==> src/rtl/core/ict_pkg.sv <==
// Package: types, constants and control-code decode for the interrupt channel control table.
package ict_pkg;

  localparam int CHANNEL_COUNT_DEF = 768;
  localparam int CH_W              = 10;
  localparam int KIND_W            = 2;
  localparam int CODE_W            = 3;
  localparam int ENTRY_W           = 2;

  // entry layout: bit 1 request flag, bit 0 mask
  localparam int FLAG_BIT = 1;
  localparam int MASK_BIT = 0;
  localparam logic [ENTRY_W-1:0] ENTRY_RESET = 2'b01;

  typedef enum logic [KIND_W-1:0] {
    KIND_CTRL   = 2'd0,
    KIND_RDFLAG = 2'd1,
    KIND_RDENA  = 2'd2
  } kind_t;

  typedef enum logic [2:0] {
    ACT_DISABLE = 3'd0,
    ACT_ENABLE  = 3'd1,
    ACT_CLR_DIS = 3'd2,
    ACT_CLR_ENA = 3'd3,
    ACT_SET_ENA = 3'd4
  } act_t;

  function automatic act_t action_of_code(input logic [CODE_W-1:0] code);
    act_t act;
    case (code)
      3'd1, 3'd7: act = ACT_ENABLE;
      3'd2:       act = ACT_CLR_DIS;
      3'd3:       act = ACT_CLR_ENA;
      3'd5:       act = ACT_SET_ENA;
      default:    act = ACT_DISABLE;
    endcase
    return act;
  endfunction

  function automatic logic [ENTRY_W-1:0] apply_control(input logic [CODE_W-1:0]  code,
                                                       input logic [ENTRY_W-1:0] old);
    logic [ENTRY_W-1:0] res;
    res = old;
    case (action_of_code(code))
      ACT_DISABLE: res[MASK_BIT] = 1'b1;
      ACT_ENABLE:  res[MASK_BIT] = 1'b0;
      ACT_CLR_DIS: res = 2'b01;
      ACT_CLR_ENA: res = 2'b00;
      ACT_SET_ENA: res = 2'b10;
      default:     res = old;
    endcase
    return res;
  endfunction

endpackage

==> src/rtl/core/ict_if.sv <==
// Interfaces: request and result channels of the interrupt channel control table.
interface ict_in_if;
  logic                       valid;
  logic                       ready;
  logic [ict_pkg::KIND_W-1:0] kind;
  logic [ict_pkg::CH_W-1:0]   channel;
  logic [ict_pkg::CODE_W-1:0] control_code;
  logic                       clear_after_read;

  modport source (output valid, kind, channel, control_code, clear_after_read, input ready);
  modport sink   (input valid, kind, channel, control_code, clear_after_read, output ready);
endinterface

interface ict_out_if;
  logic valid;
  logic ready;
  logic channel_ok;
  logic request_flag;
  logic enabled;

  modport source (output valid, channel_ok, request_flag, enabled, input ready);
  modport sink   (input valid, channel_ok, request_flag, enabled, output ready);
endinterface

==> src/rtl/core/interrupt_channel_control_table_top.sv <==
// Top level: interrupt channel control table (mask bit and request flag per channel).
//
// Usage:
//   in_ch  carries one operation per beat: kind (control update, request-flag
//          read, enabled read), channel, control_code and clear_after_read.
//   out_ch returns one beat per operation: channel_ok and the channel's
//          request flag and enabled state as they stood before the operation.
//   An accepted beat is read from the table, modified and written back
//   from the read stage, and shown on out_ch from the output register.
//   Throughput is one beat per cycle unless out_ch stalls; a one-entry write
//   forward covers a read of the entry written in the cycle before.
//   After reset the table is swept once, one entry per cycle, setting every
//   flag to zero and every mask to one; in_ch.ready stays low during
//   the sweep.
//   When out_ch stalls, one beat waits in the output register and one in the
//   read stage; in_ch.ready drops until the output register frees.
module interrupt_channel_control_table_top #(
  parameter int CHANNEL_COUNT = ict_pkg::CHANNEL_COUNT_DEF
) (
  input  logic              clk,
  input  logic              rst_n,
  ict_in_if.sink            in_ch,
  ict_out_if.source         out_ch
);

  localparam int AW = $clog2(CHANNEL_COUNT);

  // reset sweep
  logic          clearing_r, clearing_nxt;
  logic [AW-1:0] clr_cnt_r, clr_cnt_nxt;

  // read stage
  logic                             s1_valid_r;
  logic                             s1_ok_r;
  logic [AW-1:0]                    s1_addr_r;
  logic [ict_pkg::KIND_W-1:0]       s1_kind_r;
  logic [ict_pkg::CODE_W-1:0]       s1_code_r;
  logic                             s1_clr_r;

  // last item write, for forwarding
  logic                             lw_valid_r;
  logic [AW-1:0]                    lw_addr_r;
  logic [ict_pkg::ENTRY_W-1:0]      lw_data_r;

  // output register
  logic out_valid_r, out_ok_r, out_flag_r, out_ena_r;

  logic                        accept, s1_adv, in_ok;
  logic                        item_we, ram_we;
  logic [AW-1:0]               ram_waddr;
  logic [ict_pkg::ENTRY_W-1:0] ram_wdata, ram_rdata, old_entry, new_entry;

  assign in_ok  = {1'b0, in_ch.channel} < (ict_pkg::CH_W + 1)'(CHANNEL_COUNT);
  assign s1_adv = !out_valid_r || out_ch.ready;
  assign in_ch.ready = !clearing_r && (!s1_valid_r || s1_adv);
  assign accept = in_ch.valid && in_ch.ready;

  assign old_entry = (lw_valid_r && lw_addr_r == s1_addr_r) ? lw_data_r : ram_rdata;

  always_comb begin
    new_entry = old_entry;
    item_we   = 1'b0;
    case (s1_kind_r)
      ict_pkg::KIND_CTRL: begin
        new_entry = ict_pkg::apply_control(s1_code_r, old_entry);
        item_we   = 1'b1;
      end
      ict_pkg::KIND_RDFLAG: begin
        new_entry[ict_pkg::FLAG_BIT] = old_entry[ict_pkg::FLAG_BIT] & ~s1_clr_r;
        item_we   = 1'b1;
      end
      default: begin
        new_entry = old_entry;
        item_we   = 1'b0;
      end
    endcase
    item_we = item_we && s1_valid_r && s1_adv && s1_ok_r;
  end

  always_comb begin
    clearing_nxt = clearing_r;
    clr_cnt_nxt  = clr_cnt_r;
    if (clearing_r) begin
      clr_cnt_nxt = clr_cnt_r + 1'b1;
      if (clr_cnt_r == AW'(CHANNEL_COUNT - 1)) begin
        clearing_nxt = 1'b0;
      end
    end
  end

  assign ram_we    = clearing_r || item_we;
  assign ram_waddr = clearing_r ? clr_cnt_r : s1_addr_r;
  assign ram_wdata = clearing_r ? ict_pkg::ENTRY_RESET : new_entry;

  ict_ram #(
    .WIDTH (ict_pkg::ENTRY_W),
    .DEPTH (CHANNEL_COUNT)
  ) u_table (
    .clk   (clk),
    .we    (ram_we),
    .waddr (ram_waddr),
    .wdata (ram_wdata),
    .re    (accept),
    .raddr (in_ch.channel[AW-1:0]),
    .rdata (ram_rdata)
  );

  always_ff @(posedge clk) begin
    if (!rst_n) begin
      clearing_r  <= 1'b1;
      clr_cnt_r   <= '0;
      s1_valid_r  <= 1'b0;
      lw_valid_r  <= 1'b0;
      out_valid_r <= 1'b0;
    end else begin
      clearing_r <= clearing_nxt;
      clr_cnt_r  <= clr_cnt_nxt;
      if (accept) begin
        s1_valid_r <= 1'b1;
      end else if (s1_adv) begin
        s1_valid_r <= 1'b0;
      end
      if (item_we) begin
        lw_valid_r <= 1'b1;
      end
      if (s1_valid_r && s1_adv) begin
        out_valid_r <= 1'b1;
      end else if (out_ch.ready) begin
        out_valid_r <= 1'b0;
      end
    end
  end

  always_ff @(posedge clk) begin
    if (accept) begin
      s1_ok_r   <= in_ok;
      s1_addr_r <= in_ch.channel[AW-1:0];
      s1_kind_r <= in_ch.kind;
      s1_code_r <= in_ch.control_code;
      s1_clr_r  <= in_ch.clear_after_read;
    end
    if (item_we) begin
      lw_addr_r <= s1_addr_r;
      lw_data_r <= new_entry;
    end
    if (s1_valid_r && s1_adv) begin
      out_ok_r   <= s1_ok_r;
      out_flag_r <= s1_ok_r & old_entry[ict_pkg::FLAG_BIT];
      out_ena_r  <= s1_ok_r & ~old_entry[ict_pkg::MASK_BIT];
    end
  end

  assign out_ch.valid        = out_valid_r;
  assign out_ch.channel_ok   = out_ok_r;
  assign out_ch.request_flag = out_flag_r;
  assign out_ch.enabled      = out_ena_r;

  a_no_accept_in_sweep: assert property (@(posedge clk) disable iff (!rst_n)
    clearing_r |-> !in_ch.ready)
    else $error("beat accepted during reset sweep");

  a_no_item_write_in_sweep: assert property (@(posedge clk) disable iff (!rst_n)
    clearing_r |-> !item_we)
    else $error("item write during reset sweep");

  a_accept_fills_s1: assert property (@(posedge clk) disable iff (!rst_n)
    accept |=> s1_valid_r)
    else $error("accepted beat lost before read stage");

  a_bad_channel_zero: assert property (@(posedge clk) disable iff (!rst_n)
    (out_valid_r && !out_ok_r) |-> (!out_flag_r && !out_ena_r))
    else $error("invalid channel reports nonzero status");

endmodule

==> src/rtl/core/ict_ram.sv <==
// Generic single-write, single-read RAM with registered read data.
module ict_ram #(
  parameter int WIDTH = 2,
  parameter int DEPTH = 768
) (
  input  logic                     clk,
  input  logic                     we,
  input  logic [$clog2(DEPTH)-1:0] waddr,
  input  logic [WIDTH-1:0]         wdata,
  input  logic                     re,
  input  logic [$clog2(DEPTH)-1:0] raddr,
  output logic [WIDTH-1:0]         rdata
);

  logic [WIDTH-1:0] mem [DEPTH];
  logic [WIDTH-1:0] rdata_r;

  always_ff @(posedge clk) begin
    if (we) begin
      mem[waddr] <= wdata;
    end
    if (re) begin
      rdata_r <= mem[raddr];
    end
  end

  assign rdata = rdata_r;

endmodule
==> src/flat_wrapper.sv <==
// flat-port wrapper written by rule: the top's interface ports become plain ports
module interrupt_channel_control_table_top_flat 
#(
  parameter int CHANNEL_COUNT = ict_pkg::CHANNEL_COUNT_DEF
)
  (clk, rst_n, in_ch_valid, in_ch_kind, in_ch_channel, in_ch_control_code, in_ch_clear_after_read, in_ch_ready, out_ch_valid, out_ch_channel_ok, out_ch_request_flag, out_ch_enabled, out_ch_ready);
  ict_in_if in_ch_i ();
  ict_out_if out_ch_i ();
  input  logic clk;
  input  logic rst_n;
  input wire logic [$bits(in_ch_i.valid)-1:0] in_ch_valid;
  input wire logic [$bits(in_ch_i.kind)-1:0] in_ch_kind;
  input wire logic [$bits(in_ch_i.channel)-1:0] in_ch_channel;
  input wire logic [$bits(in_ch_i.control_code)-1:0] in_ch_control_code;
  input wire logic [$bits(in_ch_i.clear_after_read)-1:0] in_ch_clear_after_read;
  output wire logic [$bits(in_ch_i.ready)-1:0] in_ch_ready;
  output wire logic [$bits(out_ch_i.valid)-1:0] out_ch_valid;
  output wire logic [$bits(out_ch_i.channel_ok)-1:0] out_ch_channel_ok;
  output wire logic [$bits(out_ch_i.request_flag)-1:0] out_ch_request_flag;
  output wire logic [$bits(out_ch_i.enabled)-1:0] out_ch_enabled;
  input wire logic [$bits(out_ch_i.ready)-1:0] out_ch_ready;
  assign in_ch_i.valid = in_ch_valid;
  assign in_ch_i.kind = in_ch_kind;
  assign in_ch_i.channel = in_ch_channel;
  assign in_ch_i.control_code = in_ch_control_code;
  assign in_ch_i.clear_after_read = in_ch_clear_after_read;
  assign in_ch_ready = in_ch_i.ready;
  assign out_ch_valid = out_ch_i.valid;
  assign out_ch_channel_ok = out_ch_i.channel_ok;
  assign out_ch_request_flag = out_ch_i.request_flag;
  assign out_ch_enabled = out_ch_i.enabled;
  assign out_ch_i.ready = out_ch_ready;
  interrupt_channel_control_table_top #(.CHANNEL_COUNT(CHANNEL_COUNT)) u_core (.clk(clk), .rst_n(rst_n), .in_ch(in_ch_i), .out_ch(out_ch_i));
endmodule
==> config.mk <==
export PLATFORM = sky130hd
export DESIGN_NAME = interrupt_channel_control_table_top_flat
export DESIGN_NICKNAME = d
export VERILOG_FILES = /design/src/rtl/core/ict_pkg.sv /design/src/rtl/core/ict_if.sv /design/src/rtl/core/interrupt_channel_control_table_top.sv /design/src/rtl/core/ict_ram.sv /design/src/flat_wrapper.sv
export SDC_FILE = /design/constraint.sdc
export NUM_CORES = 2
export LEC_CHECK = 0
export BUFFER_PORTS_ARGS = -buffer_cell sky130_fd_sc_hd__clkbuf_2
export CAP_MARGIN = 20
export CORE_MARGIN = 2
export CORE_UTILIZATION = 45
export DETAILED_ROUTE_END_ITERATION = 8
export PLACE_DENSITY = 0.69
export SKIP_CTS_REPAIR_TIMING = 1
export SLEW_MARGIN = 40
export SYNTH_ARGS = -nofsm -noshare
export SYNTH_HDL_FRONTEND = slang
export SYNTH_HIERARCHICAL = 1
export SYNTH_SLANG_ARGS = --single-unit
==> constraint.sdc <==
create_clock -name clk -period 50.4 [get_ports clk]
set_input_delay 10.08 -clock clk [delete_from_list [all_inputs] [get_ports clk]]
set_output_delay 10.08 -clock clk [all_outputs]
set_load 0.02 [all_outputs]
* Word-level counts from Yosys, hierarchy flattened
Memory sizes are Yosys's and may differ from the RTL's. A register that Yosys moved wholly into a read port is not among the register bits.
Index checks and enable logic that the tools add are counted.
** Word-level totals
- Bits in registers :: 46
- Memory bits (writable) :: 1536
- Input port bits :: 20
- Output and inout port bits :: 5
- Word-level logic and storage cells :: 75
- Memories :: 1
** Memories
- u_core.u_table.mem :: words 768, bits a word 2, read ports 1, clocked after Yosys merged registers in 1, write ports 1, line ict_ram.sv:15 : logic [WIDTH-1:0] mem [DEPTH];
** Cells by class
- Add/sub/neg operators :: 1
- $lt $le $gt $ge :: 1
- Equal/unequal tests :: 12
- Multiplexer cells :: 18
- Bitwise operators :: 5
- Reduce and logical (&&, ||, !) cells :: 22
** Operators by type and width (count)
- == test 3 x 2 -> 1 bit, second input constant :: 4
- one-hot mux 3 bit (4 select lines) :: 1
- adder 10 x 1 -> 10 bit, second input constant :: 1
- == test 10 bit :: 1
- == test 10 bit, second input constant :: 1
- less-than comparator 10 bit, second input constant :: 1
- two-way mux 1 bit :: 10
- two-way mux 10 bit :: 1
- == test 3 bit, second input constant :: 3
- OR reduction 2 bit :: 4
- logical AND 1 bit :: 7
- == test 3 x 1 -> 1 bit, second input constant :: 2
- one-hot mux 1 bit (2 select lines) :: 3
- two-way mux 2 bit :: 2
- nonzero test 2 bit :: 2
- AND 1 bit :: 3
- logical NOT 1 bit :: 3
- logical NOT 3 bit :: 1
- logical OR 1 bit :: 3
- two-way mux 3 bit :: 1
- OR reduction 3 bit :: 1
- == test 2 x 1 -> 1 bit, second input constant :: 1
- logical NOT 2 bit :: 1
- NOT 1 bit :: 2

* Longest topological paths before layout
- Depth in word-level cells :: 9
- Gate-level depth with buffers :: 14
- Gate-level depth less buffers :: 7

* By module
Netlist, hierarchy kept.
** By module, submodules not included
- ict_ram :: instances 1, cells each 3561, area each 63035.5 um^2, seq. area each 46184.3 um^2
- interrupt_channel_control_table_top :: instances 1, cells each 145, area each 1954.4 um^2, seq. area each 1241.2 um^2

* Worst setup path before layout
No wires, ideal clock.
- Path kind :: register -> register
- Start point :: reg u_core.s1_addr_r[9]
- End point :: mem u_core.u_table.mem[0][1], data pin
- Library setup time :: 6.357 ns
- Data arrival time :: 32.382 ns
- Required time :: 44.043 ns
- Path slack :: 11.661 ns
- Stages on the path, launching flop included :: 6
- Buffers on the path :: 0
- Period minus slack after synthesis :: 38.739 ns
- Cells stage by stage :: edfxtp_1 > xnor2_1 > nand3_1 > nor3_1 > a311oi_2 > o32ai_1
** Between the ends
- Cells in the longest elaborated chain, start to end :: 6
- Elaborated cells between the ends (all ways) :: 7
- Classes of those cells :: eq/ne (1); mux (4); bitwise (1); reduce/logical (1)
** RTL lines
- start: declaration :: line interrupt_channel_control_table_top.sv:35 : logic [AW-1:0] s1_addr_r;
- start signal: assignment :: line interrupt_channel_control_table_top.sv:137 : s1_addr_r <= in_ch.channel[AW-1:0];
- == test 10 bit * :: line interrupt_channel_control_table_top.sv:58 : assign old_entry = (lw_valid_r && lw_addr_r == s1_addr_r) ? lw_data_r : ram_rdata;
- logical AND 1 bit * :: line interrupt_channel_control_table_top.sv:58
- two-way mux 2 bit * :: line interrupt_channel_control_table_top.sv:58
- one-hot mux 1 bit (2 select lines) / AND 1 bit (equally long branches) :: line ict_pkg.sv:45, interrupt_channel_control_table_top.sv:69
- one-hot mux 1 bit (2 select lines) * :: line interrupt_channel_control_table_top.sv:63 : case (s1_kind_r)
- two-way mux 2 bit * :: line interrupt_channel_control_table_top.sv:93 : assign ram_wdata = clearing_r ? ict_pkg::ENTRY_RESET : new_entry;
- net u_core.ram_wdata, one bit :: line interrupt_channel_control_table_top.sv:51 : logic [ict_pkg::ENTRY_W-1:0] ram_wdata, ram_rdata, old_entry, new_entry;
- end: declaration :: line ict_ram.sv:15
Mark *: on every way through the listed nets, which the timed path passes. The rest lies on a longest branch.

* Worst setup path after layout
- Start point :: in out_ch_ready
- End point :: out in_ch_ready
** Between the ends
- Cells in the longest elaborated chain, start to end :: 3
** RTL lines
- start: declaration :: line flat_wrapper.sv:21 : input wire logic [$bits(out_ch_i.ready)-1:0] out_ch_ready;
- logical OR 1 bit :: line interrupt_channel_control_table_top.sv:54 : assign s1_adv = !out_valid_r || out_ch.ready;
- logical OR 1 bit :: line interrupt_channel_control_table_top.sv:55 : assign in_ch.ready = !clearing_r && (!s1_valid_r || s1_adv);
- logical AND 1 bit :: line interrupt_channel_control_table_top.sv:55
- end: declaration :: line flat_wrapper.sv:16 : output wire logic [$bits(in_ch_i.ready)-1:0] in_ch_ready;
Every way passes these cells.

==> results.json <==
{
  "ys_warn_count": 6,
  "layout-drive-gt1-share_pct": 19.0,
  "totalNegativeSetupSlack_ns": 0,
  "fp.dieW_um": 384,
  "relSlewSlack_pct": 40.9,
  "crit_type": "in2out",
  "power_leakage_nw": 20.0,
  "endpoint_kind": "output pin",
  "syn_nets": 3727,
  "fin_crit_ns": 20.77,
  "grt_pass1_wl_mm": 236,
  "wl_per_cell_um": 28.5,
  "cap_violations": 0,
  "dp.final_hpwl_mm": 93.0,
  "final-hold-violation-count": 0,
  "grt-ovfl-total": 0,
  "fmax_mhz": 48.1,
  "drt_pass1_iterations": 5,
  "via_per_inst": 6.14,
  "most-common-layout-cells": "1,570 x edfxtp_1, 784 x nor2_1, 305 x mux4_2, 160 x clkbuf_16, 122 x mux2i_1",
  "clock_path_buffers": 3,
  "ys_seq_elements": 1584,
  "critPathRequiredTime_ns": 40.32,
  "cts_sinks": 1584,
  "yosysSeqAreaShare_pct": 73.0,
  "status": "finished clean",
  "arrival_ns": 10.69,
  "final_util_pct": 50.2,
  "hold_path_class": "reg2reg",
  "cts.clk_slew.worst_paths_ns": 0.06,
  "routabilityCongestion": 0.847,
  "antenna_found_initial": 5,
  "ir_worst_vdd_uv": 26.9,
  "slew_viol_final": 0,
  "netlist_area_um2": 65000,
  "port_buffers": 24,
  "layout_commonest_cell": "edfxtp_1",
  "ios": 25,
  "num_vias": 35100,
  "grt_pass1_vias": 34800,
  "drcViolationCount": 0,
  "synth_edf_count": 1570,
  "core_area_um2": 143000,
  "cp-start-kind": "input pin",
  "finClkSkew_ns": 0.0239,
  "synth.avg_cell_area_um2": 17.5,
  "synth_ff_type": "edfxtp_1",
  "rsz0062_at_grt": "no",
  "async_flop_share_pct": 0,
  "initial_core_util_pct": 45.3,
  "grt.total_usage_pct": 22.1,
  "insertion_delay_ns": 0.79,
  "setup_violations": 0,
  "wirelength_mm": 163,
  "rows": 139,
  "cts_buffers": 153,
  "tightest_slew_ns": 0.884,
  "ys_types": 70,
  "ant_nets": 0,
  "drt-initial-drc-count": 4793,
  "powerDensity_nw_per_um2": 36.5,
  "area_growth_pct": 10.8,
  "die_y_um": 384,
  "htreeDepth": 4,
  "syn-instance-count": 3706,
  "clk_root_buffer_cell": "clkbuf_16",
  "grt_max_degree": 151,
  "final_nets": 3713,
  "finalCritPeriodShare_pct": 41.2,
  "dieArea_um2": 147000,
  "cts_tree": "built",
  "critPathMaxFanout": 4
}
==> critical path, cell delays in order <==
cell      delay, ns
clkbuf_2       0.08
nor2b_1        0.22
a21oi_1        0.13
clkbuf_2       0.17
==> layout make-up <==
type                       count  area, um^2
tap                         1903        2380
clock buffer                 191        4120
fill                       11500       71500
inverter                       5        18.8
sequential                  1584       47400
multi-input combinational   1828       16300
timing repair buffer         120        1070
clock inverter                86         747
antenna                        1        2.50
==> final timing paths <==
check                      startpoint                         end  slack (ns)  cells past startpoint
hold / removal         u_core/s1_ok_r    u_core/out_ch.channel_ok        0.48                      0
setup reg to reg  u_core/s1_addr_r[1]  u_core/u_table/mem[280][1]       46.24                      9
setup / recovery         out_ch_ready                 in_ch_ready       29.63                      4
hold reg to reg        u_core/s1_ok_r    u_core/out_ch.channel_ok        0.48                      0
==> cells by family (layout without fill, tap and decap cells) <==
family / Yosys count / after routing / share of synthesized area [%]
mux: 487 / 487 / 14.6
buf+inv: 294 / 402 / 2.51
compound gates: 271 / 271 / 3.01
simple gates: 1051 / 1051 / 6.69
flops: 1584 / 1584 / 73.0
xor+xnor: 18 / 18 / 0.243
other cells: 0 / 1 / 0
fa+ha+maj: 1 / 1 / 0.0192
==> metrics by stage <==
step	setup slack [ns]	cell area (um^2)	total power, mW	std cells	hold slack, ns
detailed placement	29.62	67100	1.53	5438	0.465
CTS	29.61	71900	2.64	5715	0.479
finish	29.63	72000	2.63	5718	0.478
floorplan	11.66	65000	1.51	3706	0.448
global placement	29.59	66800	1.53	5435	0.461
global route	29.55	72000	2.69	5717	0.497
==> cells in the mapped netlist (all sizes together), types with 3 or more instances <==
library cell	number	area [um^2]
edfxtp	1570	47100
nor2	786	2950
mux4	351	8080
clkbuf	175	668
mux2i	122	1220
buf	114	942
nand2	95	357
a22oi	59	443
a21oi	52	260
nand3	45	225
o221ai	39	342
o22ai	31	194
nor3	23	120
nor2b	21	131
and2	17	106
a221oi	16	153
dfxtp	14	280
mux2	14	158
o21ai	14	70.1
xnor2	14	123
a211oi	13	97.6
a22o	12	105
nand4	10	62.6
nor3b	7	52.6
nor4	7	43.8
a21boi	6	45.1
and3b	6	52.6
nand2b	6	37.5
inv	5	18.8
or2	5	31.3
nand3b	4	30.0
o211ai	4	30.0
o32ai	4	35.0
or3	4	25.0
xor2	4	35.0
and3	3	18.8
o21a	3	22.5
o22a	3	26.3
or4	3	22.5
==> sequential cells by signal, summed over array words and instances (netlist names), 2 cells and up <==
name                  cells
u_core/s1_code_r          3
u_core/s1_kind_r          2
u_core/lw_data_r          2
u_core/lw_addr_r         10
u_core/s1_addr_r         10
u_core/u_table/rdata      2
u_core/u_table/mem     1536
u_core/clr_cnt_r         10
==> report_power, final <==
part	switching, mW	internal [mW]	leakage (nW)	total (mW)
clock network	0.480	0.640	2.36	1.12
logic	0.0534	0.0257	4.83	0.0791
registers	0.000344	1.43	12.8	1.43
==> metal layers <==
metal / part of all wire (%) / global-route usage (%) / vias to the layer above / wire length (um)
li1: - / - / 14600 / -
met1: 38 / 30.9 / 18200 / 62300
met2: 47 / 34.9 / 2033 / 77300
met3: 11 / 4.44 / 323 / 17800
met4: 3.4 / 7.72 / 2 / 5530
met5: 0.0074 / 0 / - / 12
No activity file was read; power rests on OpenSTA's default activity.
